===== src/rtl/bre_pkg.sv =====
// Shared types and constants for the bytebeat postfix evaluator.
// No dependencies; used by the controller, the datapath and the top level.
`default_nettype none
package bre_pkg;

  localparam int unsigned LIT_W   = 31;
  localparam int unsigned DATA_W  = 32;
  localparam int unsigned TOK_W   = 37;
  localparam int unsigned LEN_W   = 6;
  localparam logic [30:0] TIME_RESET = 31'd40761023;

  // Operation codes of an input transaction.
  localparam logic [1:0] OP_WRITE = 2'd0;
  localparam logic [1:0] OP_TICK  = 2'd1;
  localparam logic [1:0] OP_SET   = 2'd2;

  // Token kinds.
  localparam logic [1:0] KIND_LIT  = 2'd0;
  localparam logic [1:0] KIND_TIME = 2'd1;
  localparam logic [1:0] KIND_OP   = 2'd2;
  localparam logic [1:0] KIND_NOT  = 2'd3;

  // Binary operator codes.
  localparam logic [3:0] OPC_SHL = 4'd0;
  localparam logic [3:0] OPC_SHR = 4'd1;
  localparam logic [3:0] OPC_XOR = 4'd2;
  localparam logic [3:0] OPC_OR  = 4'd3;
  localparam logic [3:0] OPC_AND = 4'd4;
  localparam logic [3:0] OPC_ADD = 4'd5;
  localparam logic [3:0] OPC_SUB = 4'd6;
  localparam logic [3:0] OPC_MUL = 4'd7;
  localparam logic [3:0] OPC_DIV = 4'd8;
  localparam logic [3:0] OPC_MOD = 4'd9;

  // Commands from the controller to the datapath.
  typedef struct packed {
    logic tick_start;
    logic prog_re;
    logic stk_re;
    logic stk_we;
    logic push_tok;
    logic push_not;
    logic alu_load;
    logic div_start;
    logic div_load;
    logic out_load;
    logic out_err;
  } cmd_t;

  // Status from the datapath to the controller.
  typedef struct packed {
    logic [1:0] tok_kind;
    logic       tok_div;
    logic       div_done;
    logic       out_free;
  } stat_t;

endpackage
`default_nettype wire


===== src/rtl/bre_ram.sv =====
// Generic single-port-write, single-port-read RAM with registered read data.
// No dependencies.
`default_nettype none
module bre_ram #(
  parameter int unsigned WIDTH = 32,
  parameter int unsigned DEPTH = 16
) (
  input  wire logic                     clk_i,
  input  wire logic                     we_i,
  input  wire logic [$clog2(DEPTH)-1:0] waddr_i,
  input  wire logic [WIDTH-1:0]         wdata_i,
  input  wire logic                     re_i,
  input  wire logic [$clog2(DEPTH)-1:0] raddr_i,
  output      logic [WIDTH-1:0]         rdata_o
);

  logic [WIDTH-1:0] mem_q [DEPTH];

  always_ff @(posedge clk_i) begin
    if (we_i) begin
      mem_q[waddr_i] <= wdata_i;
    end
    if (re_i) begin
      rdata_o <= mem_q[raddr_i];
    end
  end

endmodule
`default_nettype wire


===== src/rtl/bre_div.sv =====
// Iterative signed divide and modulo, one quotient bit per cycle.
// No dependencies.
`default_nettype none
module bre_div (
  input  wire logic        clk_i,
  input  wire logic        rst_ni,
  input  wire logic        start_i,
  input  wire logic        want_mod_i,
  input  wire logic [31:0] a_i,
  input  wire logic [31:0] b_i,
  output      logic        done_o,
  output      logic [31:0] result_o
);

  logic        busy_q, busy_d;
  logic        done_q, done_d;
  logic [5:0]  cnt_q, cnt_d;
  logic [32:0] rem_q, rem_d;
  logic [31:0] quo_q, quo_d;
  logic [31:0] dvs_q, dvs_d;
  logic        sa_q, sa_d, sb_q, sb_d, mod_q, mod_d, zero_q, zero_d;
  logic [31:0] res_q, res_d;
  logic [32:0] rem_sh;
  logic [32:0] rem_sub;

  always_comb begin
    busy_d = busy_q;
    done_d = 1'b0;
    cnt_d  = cnt_q;
    rem_d  = rem_q;
    quo_d  = quo_q;
    dvs_d  = dvs_q;
    sa_d   = sa_q;
    sb_d   = sb_q;
    mod_d  = mod_q;
    zero_d = zero_q;
    res_d  = res_q;
    rem_sh  = {rem_q[31:0], quo_q[31]};
    rem_sub = rem_sh - {1'b0, dvs_q};
    if (start_i) begin
      busy_d = 1'b1;
      cnt_d  = 6'd0;
      rem_d  = '0;
      sa_d   = a_i[31];
      sb_d   = b_i[31];
      quo_d  = a_i[31] ? (32'd0 - a_i) : a_i;
      dvs_d  = b_i[31] ? (32'd0 - b_i) : b_i;
      zero_d = (b_i == 32'd0);
      mod_d  = want_mod_i;
    end else if (busy_q) begin
      if (!rem_sub[32]) begin
        rem_d = rem_sub;
        quo_d = {quo_q[30:0], 1'b1};
      end else begin
        rem_d = rem_sh;
        quo_d = {quo_q[30:0], 1'b0};
      end
      cnt_d = cnt_q + 6'd1;
      if (cnt_q == 6'd31) begin
        busy_d = 1'b0;
        done_d = 1'b1;
        if (zero_q) begin
          res_d = '0;
        end else if (mod_q) begin
          res_d = sa_q ? (32'd0 - rem_d[31:0]) : rem_d[31:0];
        end else begin
          res_d = (sa_q ^ sb_q) ? (32'd0 - quo_d) : quo_d;
        end
      end
    end
  end

  always_ff @(posedge clk_i or negedge rst_ni) begin
    if (!rst_ni) begin
      busy_q <= 1'b0;
      done_q <= 1'b0;
      cnt_q  <= '0;
    end else begin
      busy_q <= busy_d;
      done_q <= done_d;
      cnt_q  <= cnt_d;
    end
  end

  always_ff @(posedge clk_i) begin
    rem_q  <= rem_d;
    quo_q  <= quo_d;
    dvs_q  <= dvs_d;
    sa_q   <= sa_d;
    sb_q   <= sb_d;
    mod_q  <= mod_d;
    zero_q <= zero_d;
    res_q  <= res_d;
  end

  assign done_o   = done_q;
  assign result_o = res_q;

endmodule
`default_nettype wire


===== src/rtl/bre_dp.sv =====
// Datapath: program store, operand stack, top-of-stack register, ALU,
// divider, time counter and output register. Depends on bre_pkg, bre_ram, bre_div.
`default_nettype none
module bre_dp #(
  parameter int unsigned PROGRAM_DEPTH = 32,
  parameter int unsigned STACK_DEPTH   = 16
) (
  input  wire logic                             clk_i,
  input  wire logic                             rst_ni,
  input  wire logic                             in_accept_i,
  input  wire logic [1:0]                       operation_i,
  input  wire logic [4:0]                       slot_index_i,
  input  wire logic [1:0]                       token_kind_i,
  input  wire logic [3:0]                       operator_code_i,
  input  wire logic [30:0]                      literal_value_i,
  input  wire logic [30:0]                      new_time_i,
  input  wire logic [30:0]                      sample_position_i,
  input  wire bre_pkg::cmd_t                    cmd_i,
  input  wire logic [$clog2(PROGRAM_DEPTH)-1:0] prog_raddr_i,
  input  wire logic [$clog2(STACK_DEPTH)-1:0]   stk_waddr_i,
  input  wire logic [$clog2(STACK_DEPTH)-1:0]   stk_raddr_i,
  output      bre_pkg::stat_t                   stat_o,
  output      logic                             out_valid_o,
  input  wire logic                             out_stall_i,
  output      logic [31:0]                      result_value_o,
  output      logic                             status_o
);

  localparam int unsigned PAW = $clog2(PROGRAM_DEPTH);

  logic [30:0] time_q, t_q, samp_q;
  logic [31:0] tos_q;
  logic        out_valid_q, status_q;
  logic [31:0] result_q;

  logic                         prog_we;
  logic [PAW-1:0]               prog_waddr;
  logic [bre_pkg::TOK_W-1:0]    prog_wdata, prog_rdata;
  logic [1:0]                   tk_kind;
  logic [3:0]                   tk_opc;
  logic [30:0]                  tk_lit;
  logic [31:0]                  nos, alu_res, prod, push_val, div_res;
  logic                         div_done;

  assign prog_we    = in_accept_i && (operation_i == bre_pkg::OP_WRITE)
                      && (int'(slot_index_i) < PROGRAM_DEPTH);
  assign prog_waddr = PAW'(slot_index_i);
  assign prog_wdata = {token_kind_i, operator_code_i, literal_value_i};

  bre_ram #(.WIDTH(bre_pkg::TOK_W), .DEPTH(PROGRAM_DEPTH)) u_prog (
    .clk_i   (clk_i),
    .we_i    (prog_we),
    .waddr_i (prog_waddr),
    .wdata_i (prog_wdata),
    .re_i    (cmd_i.prog_re),
    .raddr_i (prog_raddr_i),
    .rdata_o (prog_rdata)
  );

  assign {tk_kind, tk_opc, tk_lit} = prog_rdata;

  bre_ram #(.WIDTH(bre_pkg::DATA_W), .DEPTH(STACK_DEPTH)) u_stack (
    .clk_i   (clk_i),
    .we_i    (cmd_i.stk_we),
    .waddr_i (stk_waddr_i),
    .wdata_i (tos_q),
    .re_i    (cmd_i.stk_re),
    .raddr_i (stk_raddr_i),
    .rdata_o (nos)
  );

  bre_div u_div (
    .clk_i      (clk_i),
    .rst_ni     (rst_ni),
    .start_i    (cmd_i.div_start),
    .want_mod_i (tk_opc == bre_pkg::OPC_MOD),
    .a_i        (nos),
    .b_i        (tos_q),
    .done_o     (div_done),
    .result_o   (div_res)
  );

  assign prod = nos * tos_q;

  always_comb begin
    case (tk_opc)
      bre_pkg::OPC_SHL: alu_res = nos << tos_q[4:0];
      bre_pkg::OPC_SHR: alu_res = $unsigned($signed(nos) >>> tos_q[4:0]);
      bre_pkg::OPC_XOR: alu_res = nos ^ tos_q;
      bre_pkg::OPC_OR:  alu_res = nos | tos_q;
      bre_pkg::OPC_AND: alu_res = nos & tos_q;
      bre_pkg::OPC_ADD: alu_res = nos + tos_q;
      bre_pkg::OPC_SUB: alu_res = nos - tos_q;
      bre_pkg::OPC_MUL: alu_res = prod;
      default:          alu_res = '0;
    endcase
  end

  always_comb begin
    if (cmd_i.push_not) begin
      push_val = (tk_kind == bre_pkg::KIND_LIT) ? ~{1'b0, tk_lit} : ~{1'b0, samp_q};
    end else if (tk_kind == bre_pkg::KIND_LIT) begin
      push_val = {1'b0, tk_lit};
    end else begin
      push_val = {1'b0, t_q};
    end
  end

  always_ff @(posedge clk_i or negedge rst_ni) begin
    if (!rst_ni) begin
      time_q      <= bre_pkg::TIME_RESET;
      out_valid_q <= 1'b0;
    end else begin
      if (in_accept_i && (operation_i == bre_pkg::OP_SET)) begin
        time_q <= new_time_i;
      end else if (cmd_i.tick_start) begin
        time_q <= time_q + 31'd1;
      end
      if (cmd_i.out_load) begin
        out_valid_q <= 1'b1;
      end else if (!out_stall_i) begin
        out_valid_q <= 1'b0;
      end
    end
  end

  always_ff @(posedge clk_i) begin
    if (cmd_i.tick_start) begin
      t_q    <= time_q;
      samp_q <= sample_position_i;
    end
    if (cmd_i.push_tok || cmd_i.push_not) begin
      tos_q <= push_val;
    end else if (cmd_i.alu_load) begin
      tos_q <= alu_res;
    end else if (cmd_i.div_load) begin
      tos_q <= div_res;
    end
    if (cmd_i.out_load) begin
      result_q <= cmd_i.out_err ? 32'd0 : tos_q;
      status_q <= cmd_i.out_err;
    end
  end

  assign stat_o.tok_kind = tk_kind;
  assign stat_o.tok_div  = (tk_opc == bre_pkg::OPC_DIV) || (tk_opc == bre_pkg::OPC_MOD);
  assign stat_o.div_done = div_done;
  assign stat_o.out_free = !out_valid_q || !out_stall_i;

  assign out_valid_o    = out_valid_q;
  assign result_value_o = result_q;
  assign status_o       = status_q;

endmodule
`default_nettype wire


===== src/rtl/bre_ctrl.sv =====
// Controller: walks the program token by token, tracks the program counter,
// stack depth and error flag. Depends on bre_pkg.
`default_nettype none
module bre_ctrl #(
  parameter int unsigned PROGRAM_DEPTH = 32,
  parameter int unsigned STACK_DEPTH   = 16
) (
  input  wire logic                             clk_i,
  input  wire logic                             rst_ni,
  input  wire logic                             in_accept_i,
  input  wire logic [1:0]                       operation_i,
  input  wire logic [bre_pkg::LEN_W-1:0]        prog_len_i,
  input  wire bre_pkg::stat_t                   stat_i,
  output      bre_pkg::cmd_t                    cmd_o,
  output      logic [$clog2(PROGRAM_DEPTH)-1:0] prog_raddr_o,
  output      logic [$clog2(STACK_DEPTH)-1:0]   stk_waddr_o,
  output      logic [$clog2(STACK_DEPTH)-1:0]   stk_raddr_o,
  output      logic                             busy_o
);

  localparam int unsigned PAW = $clog2(PROGRAM_DEPTH);
  localparam int unsigned PCW = $clog2(PROGRAM_DEPTH + 1);
  localparam int unsigned SAW = $clog2(STACK_DEPTH);
  localparam int unsigned SPW = $clog2(STACK_DEPTH + 1);

  localparam logic [2:0] S_IDLE   = 3'd0;
  localparam logic [2:0] S_FETCH  = 3'd1;
  localparam logic [2:0] S_DEC    = 3'd2;
  localparam logic [2:0] S_NOT    = 3'd3;
  localparam logic [2:0] S_NOS    = 3'd4;
  localparam logic [2:0] S_DIV    = 3'd5;
  localparam logic [2:0] S_FINISH = 3'd6;

  logic [2:0]     state_q, state_d;
  logic [PCW-1:0] pc_q, pc_d, len, pc_inc;
  logic [SPW-1:0] sp_q, sp_d;
  logic           err_q, err_d;
  logic           full;

  assign len    = (int'(prog_len_i) > PROGRAM_DEPTH) ? PCW'(PROGRAM_DEPTH)
                                                     : PCW'(prog_len_i);
  assign pc_inc = pc_q + PCW'(1);
  assign full   = (int'(sp_q) >= STACK_DEPTH);

  always_comb begin
    state_d      = state_q;
    pc_d         = pc_q;
    sp_d         = sp_q;
    err_d        = err_q;
    cmd_o        = '0;
    prog_raddr_o = PAW'(pc_q);
    stk_waddr_o  = SAW'(sp_q - SPW'(1));
    stk_raddr_o  = SAW'(sp_q - SPW'(2));
    unique case (state_q)
      S_IDLE: begin
        if (in_accept_i && (operation_i == bre_pkg::OP_TICK)) begin
          cmd_o.tick_start = 1'b1;
          pc_d    = '0;
          sp_d    = '0;
          err_d   = 1'b0;
          state_d = S_FETCH;
        end
      end
      S_FETCH: begin
        if (pc_q >= len) begin
          state_d = S_FINISH;
        end else begin
          cmd_o.prog_re = 1'b1;
          state_d       = S_DEC;
        end
      end
      S_DEC: begin
        case (stat_i.tok_kind)
          bre_pkg::KIND_OP: begin
            if (sp_q < SPW'(2)) begin
              err_d   = 1'b1;
              state_d = S_FINISH;
            end else begin
              cmd_o.stk_re = 1'b1;
              state_d      = S_NOS;
            end
          end
          bre_pkg::KIND_NOT: begin
            if (pc_inc >= len) begin
              err_d   = 1'b1;
              state_d = S_FINISH;
            end else begin
              cmd_o.prog_re = 1'b1;
              prog_raddr_o  = PAW'(pc_inc);
              pc_d          = pc_inc;
              state_d       = S_NOT;
            end
          end
          default: begin
            if (full) begin
              err_d   = 1'b1;
              state_d = S_FINISH;
            end else begin
              cmd_o.push_tok = 1'b1;
              cmd_o.stk_we   = (sp_q != '0);
              sp_d    = sp_q + SPW'(1);
              pc_d    = pc_inc;
              state_d = S_FETCH;
            end
          end
        endcase
      end
      S_NOT: begin
        if (full) begin
          err_d   = 1'b1;
          state_d = S_FINISH;
        end else begin
          cmd_o.push_not = 1'b1;
          cmd_o.stk_we   = (sp_q != '0);
          sp_d    = sp_q + SPW'(1);
          pc_d    = pc_inc;
          state_d = S_FETCH;
        end
      end
      S_NOS: begin
        if (stat_i.tok_div) begin
          cmd_o.div_start = 1'b1;
          state_d         = S_DIV;
        end else begin
          cmd_o.alu_load = 1'b1;
          sp_d    = sp_q - SPW'(1);
          pc_d    = pc_inc;
          state_d = S_FETCH;
        end
      end
      S_DIV: begin
        if (stat_i.div_done) begin
          cmd_o.div_load = 1'b1;
          sp_d    = sp_q - SPW'(1);
          pc_d    = pc_inc;
          state_d = S_FETCH;
        end
      end
      S_FINISH: begin
        if (stat_i.out_free) begin
          cmd_o.out_load = 1'b1;
          cmd_o.out_err  = err_q || (sp_q == '0);
          state_d        = S_IDLE;
        end
      end
      default: begin
        state_d = S_IDLE;
      end
    endcase
  end

  always_ff @(posedge clk_i or negedge rst_ni) begin
    if (!rst_ni) begin
      state_q <= S_IDLE;
      pc_q    <= '0;
      sp_q    <= '0;
      err_q   <= 1'b0;
    end else begin
      state_q <= state_d;
      pc_q    <= pc_d;
      sp_q    <= sp_d;
      err_q   <= err_d;
    end
  end

  assign busy_o = (state_q != S_IDLE);

endmodule
`default_nettype wire


===== src/rtl/bytebeat_rpn_evaluator.sv =====
// Top level of the bytebeat postfix evaluator: configuration register and the
// controller and datapath instances. Depends on bre_pkg, bre_ctrl, bre_dp.
//
//   channel  direction  handshake          transaction carries
//   in       input      in_valid/in_stall  operation, slot, token, time, sample
//   out      output     out_valid/out_stall result_value, status (ticks only)
//   cfg      input      cfg_valid/ready    program_length (6 bits)
//
// An accepted tick walks the program one token at a time: a literal or time
// token passes the fetch and decode states, a NOT with the token it consumes
// fetch, decode and NOT, a binary operator fetch, decode and operand read, and
// divide or modulo also the divide state, whose iterative divider produces one
// quotient bit per cycle. A final fetch ends the walk and the finish state loads
// the output register. The input is stalled while a tick is evaluated and while
// its result cannot yet enter the output register.
// Reset clears the time counter to its start value and the program length to
// zero; program slots hold nothing defined until written.
`default_nettype none
module bytebeat_rpn_evaluator #(
  parameter int unsigned PROGRAM_DEPTH = 32,
  parameter int unsigned STACK_DEPTH   = 16
) (
  input  wire logic        clk_i,
  input  wire logic        rst_ni,
  input  wire logic        in_valid_i,
  output      logic        in_stall_o,
  input  wire logic [1:0]  operation_i,
  input  wire logic [4:0]  slot_index_i,
  input  wire logic [1:0]  token_kind_i,
  input  wire logic [3:0]  operator_code_i,
  input  wire logic [30:0] literal_value_i,
  input  wire logic [30:0] new_time_i,
  input  wire logic [30:0] sample_position_i,
  output      logic        out_valid_o,
  input  wire logic        out_stall_i,
  output      logic signed [31:0] result_value_o,
  output      logic        status_o,
  input  wire logic        cfg_valid_i,
  output      logic        cfg_ready_o,
  input  wire logic [5:0]  cfg_data_i
);

  logic [bre_pkg::LEN_W-1:0]        prog_len_q;
  logic                             in_accept;
  logic                             busy;
  bre_pkg::cmd_t                    cmd;
  bre_pkg::stat_t                   stat;
  logic [$clog2(PROGRAM_DEPTH)-1:0] prog_raddr;
  logic [$clog2(STACK_DEPTH)-1:0]   stk_waddr, stk_raddr;
  logic [31:0]                      result;

  // Length register, always ready: users must write it only while idle; unchecked.
  assign cfg_ready_o = 1'b1;

  always_ff @(posedge clk_i or negedge rst_ni) begin
    if (!rst_ni) begin
      prog_len_q <= '0;
    end else if (cfg_valid_i) begin
      prog_len_q <= cfg_data_i;
    end
  end

  // New transactions are taken only while no tick is in flight.
  assign in_stall_o = busy;
  assign in_accept  = in_valid_i && !busy;

  bre_ctrl #(.PROGRAM_DEPTH(PROGRAM_DEPTH), .STACK_DEPTH(STACK_DEPTH)) u_ctrl (
    .clk_i        (clk_i),
    .rst_ni       (rst_ni),
    .in_accept_i  (in_accept),
    .operation_i  (operation_i),
    .prog_len_i   (prog_len_q),
    .stat_i       (stat),
    .cmd_o        (cmd),
    .prog_raddr_o (prog_raddr),
    .stk_waddr_o  (stk_waddr),
    .stk_raddr_o  (stk_raddr),
    .busy_o       (busy)
  );

  bre_dp #(.PROGRAM_DEPTH(PROGRAM_DEPTH), .STACK_DEPTH(STACK_DEPTH)) u_dp (
    .clk_i             (clk_i),
    .rst_ni            (rst_ni),
    .in_accept_i       (in_accept),
    .operation_i       (operation_i),
    .slot_index_i      (slot_index_i),
    .token_kind_i      (token_kind_i),
    .operator_code_i   (operator_code_i),
    .literal_value_i   (literal_value_i),
    .new_time_i        (new_time_i),
    .sample_position_i (sample_position_i),
    .cmd_i             (cmd),
    .prog_raddr_i      (prog_raddr),
    .stk_waddr_i       (stk_waddr),
    .stk_raddr_i       (stk_raddr),
    .stat_o            (stat),
    .out_valid_o       (out_valid_o),
    .out_stall_i       (out_stall_i),
    .result_value_o    (result),
    .status_o          (status_o)
  );

  assign result_value_o = $signed(result);

endmodule
`default_nettype wire


===== config.mk =====
export PLATFORM = sky130hd
export DESIGN_NAME = bytebeat_rpn_evaluator
export DESIGN_NICKNAME = d
export VERILOG_FILES = /design/src/rtl/bre_pkg.sv /design/src/rtl/bre_ram.sv /design/src/rtl/bre_div.sv /design/src/rtl/bre_dp.sv /design/src/rtl/bre_ctrl.sv /design/src/rtl/bytebeat_rpn_evaluator.sv
export SDC_FILE = /design/constraint.sdc
export NUM_CORES = 2
export LEC_CHECK = 0
export BUFFER_PORTS_ARGS = -buffer_cell sky130_fd_sc_hd__buf_2
export CORE_ASPECT_RATIO = 0.75
export CORE_MARGIN = 4
export CORE_UTILIZATION = 41
export CTS_CLUSTER_DIAMETER = 100
export DETAILED_ROUTE_END_ITERATION = 16
export PLACE_DENSITY = 0.53
export SKIP_CTS_REPAIR_TIMING = 1
export SLEW_MARGIN = 20
export SYNTH_ARGS = -nofsm -noshare
export SYNTH_HDL_FRONTEND = slang
export SYNTH_HIERARCHICAL = 1
export SYNTH_SLANG_ARGS = --single-unit

===== constraint.sdc =====
create_clock -name clk_i -period 11.6 [get_ports clk_i]
set_input_delay 1.16 -clock clk_i [delete_from_list [all_inputs] [get_ports clk_i]]
set_output_delay 1.16 -clock clk_i [all_outputs]
set_load 0.005 [all_outputs]

==> run_results.csv <==
group,metric,value,unit
sta,slew_headroom,17.7,%
global_routing,track_usage,27.4,%
sta,finalSetupTns,0,ns
sta,period_share,76.3,%
route,dr.first_iter.drc_count,9113,
sta,min_period,8.85,ns
worst_setup_path,reg2reg_setup_slack,2.75,ns
synthesis,ys_seq_area_share,56.5,%
finish,fillers,24100,
place,io_buffers,151,
synthesis,synth_nets,9121,
synthesis,async_flop_share,2.93,%
worst_setup_path,rr_worst_depth,23,
floorplanning,core,266000,µm²
synthesis,synthesis.area,110000,µm²
finish,instances_no_fill,12200,
clock_tree,clk_pin_slew_worst_paths,0.07,ns
route,post_drt_wl_per_cell,31.9,µm
synthesis,synth_seq_cells,2085,
sta,tightest_slew,1.23,ns
sta,clock_skew,0.0942,ns
global_routing,grt-ovfl-total,0,
clock_tree,cts.root.buffer_cell,"clkbuf_16",
clock_tree,clockBufferDepth,4,
global_routing,grt_pass1_wl,544000,µm
place,dp.cells,11800,
worst_setup_path,r2r_start,"u_dp/tos_q[7]",
synthesis,yosysTopAreaCell,"edfxtp_1",
sta,grt_setup_unrepaired,"false",
synthesis,avgSynthCellArea,13.2,µm²
clock_tree,clkLatencyLatePin,0.89,ns
finish,drive_gt1_share,12.5,%
sta,maxSlewViolCount,0,
place,globalplace.congestion,1.03,
worst_hold_path,hold_path_class,"input pin to async pin",
clock_tree,cts_tree,"done",
synthesis,synth_top_area_share,54.5,%
route,vias,73400,
worst_setup_path,crit_type,"flop to flop",
route,drt-pass1-iter-count,9,
floorplanning,dieArea,276000,µm²
global_routing,grt_pass1_vias,70600,
status,status,"completed",
route,wirelength,389000,µm
sta,setup-violations-final,0,
finish,layout_common_cells,"edfxtp_1 (1992), mux2i_1 (693), nor2_1 (675), nand2_1 (665), inv_1 (497)",
global_routing,grt_max_degree,119,
worst_setup_path,arrival,9.49,ns
worst_setup_path,end_kind,"flop",
floorplanning,fp-row-count,164,
finish,nets,9244,
synthesis,ys_top_cells_by_area,"edfxtp_1 (54%), fa_1 (7.5%), mux2i_1 (6.3%)",
synthesis,netlist_instances,8317,
route,viasPerCell,6.02,
synthesis,synth.distinct_cells,121,
floorplanning,die_h,456,µm
clock_tree,cts.sinks,2085,
synthesis,synth_edf_count,1992,
clock_tree,htree_num_levels,4,
place,dp_hpwl,247000,µm
sta,hold_viol_final,0,
floorplanning,initial_utilization,41.2,%
synthesis,ys_dominant_reg_cell,"edfxtp_1",
flow_run,cap_violations,0,
clock_tree,cts-buffers-inserted,218,
finish,layout_commonest_cell,"edfxtp_1",
route,antenna_left,0,
sta,max_freq,113,MHz
worst_setup_path,worstPathMaxFanout,26,
worst_setup_path,startpoint_type,"flop",
floorplanning,io_pins,153,
worst_setup_path,regToRegEndpoint,"u_dp/tos_q[30]",
route,drc,0,
global_routing,antenna_found_initial,43,
worst_setup_path,critPathRequiredTime,12.24,ns
finish,area_growth,11.3,%
floorplanning,die_w,606,µm
synthesis,yosys_warnings,6,
[Yosys cell counts (57+ instances only)]
| library cell | count |
|---|---|
| edfxtp_1 | 1992 |
| nor2_1 | 723 |
| mux2i_1 | 693 |
| nand2_1 | 666 |
| inv_1 | 501 |
| fa_1 | 410 |
| a21oi_1 | 352 |
| ha_1 | 277 |
| clkbuf_1 | 269 |
| o21ai_0 | 212 |
| xnor2_1 | 199 |
| a22oi_1 | 195 |
| nand3_1 | 179 |
| mux4_2 | 170 |
| nor3_1 | 118 |
| xor2_1 | 110 |
| buf_2 | 77 |
| a22o_1 | 75 |
| a31oi_1 | 69 |
| a211oi_1 | 58 |
| buf_1 | 57 |
[stage by stage]
| step | hold slack (ns) | instance area (µm²) | setup WS, ns | utilization, % |
|---|---|---|---|---|
| finish | 0.168 | 122000 | 2.75 | 45.9 |
| global route | 0.128 | 122000 | 2.46 | 45.9 |
| CTS | 0.0933 | 122000 | 3.00 | 45.9 |
| detailed placement | 0.474 | 115000 | 3.03 | 43.2 |
| global placement | 0.471 | 115000 | 3.09 | 43.2 |
| floorplan | 0.446 | 110000 | 2.93 | - |
[final cells by class]
cell class	count	area, µm²	area share (%)
tap	3569	4470	3.65
inverter	529	1990	1.63
antenna	16	40.0	0.0328
clock buffer	271	5750	4.70
clock inverter	123	1330	1.09
sequential	2085	62000	50.7
multi-input combinational	5226	44100	36.0
timing repair buffer	380	2610	2.14
[state kept, by name, indices dropped and copies added (netlist names), 32 cells and up]
register and count:
u_dp/u_div/result_o 32, u_dp/u_div/quo_q 32, u_dp/result_value_o 32, u_dp/u_prog/rdata_o 37, u_dp/u_stack/mem_q 512, u_dp/tos_q 32, u_dp/u_prog/mem_q 1184, u_dp/u_div/dvs_q 32
u_dp/u_div/rem_q 32, u_dp/u_stack/rdata_o 32
[metal layers]
layer / global-route usage [%] / wire length [µm]
met5: 0 / 46
met4: 10.2 / 16400
met3: 6.32 / 36200
met2: 38.2 / 162000
met1: 41.5 / 175000
[cells by family (layout without fill, tap and decap cells)]
logic type | Yosys count | count (layout) | synth area share (%)
and+or+nand+nor | 1956 | 1956 | 7.86
buffers and inverters | 1006 | 1303 | 3.91
AOI/OAI and AO/OA | 1379 | 1379 | 8.54
other | 1 | 17 | 0.00341
adders and majority gates | 687 | 687 | 10.6
muxes | 894 | 894 | 10.1
DFF | 2085 | 2085 | 56.5
xor gates and xnor gates | 309 | 309 | 2.46
[worst max-delay path, cell delays in order, from the launching register on]
cell and delay (ns):
edfxtp_1 0.32, buf_4 0.38, clkinv_1 0.65, buf_4 0.45
nor2_1 0.17, fa_1 0.48, fa_1 0.46, fa_1 0.55
inv_1 0.05, fa_1 0.47, inv_1 0.06, fa_1 0.50
fa_1 0.59, fa_1 0.45, fa_1 0.47, ha_1 0.37
a21o_1 0.24, a2111oi_0 0.40, nor2_1 0.11, a21oi_2 0.46
a21oi_2 0.19, or2_0 0.27, nor4b_1 0.16, o32a_2 0.35
[worst max path at each step]
stage / from / to / slack [ns]
after floorplan: u_dp/tos_q[2] / u_dp/tos_q[31] / 2.93
after CTS: u_dp/tos_q[7] / u_dp/tos_q[30] / 3.00
final: u_dp/tos_q[7] / u_dp/tos_q[30] / 2.75
after global placement: u_dp/tos_q[4] / u_dp/tos_q[30] / 3.09
after global routing: u_dp/tos_q[7] / u_dp/tos_q[30] / 2.46
after detailed placement: u_dp/tos_q[7] / u_dp/tos_q[30] / 3.03
Power is left out: the tool's default activity adds up to more than one toggle a clock period on the data nets, which glitch-free logic cannot reach.
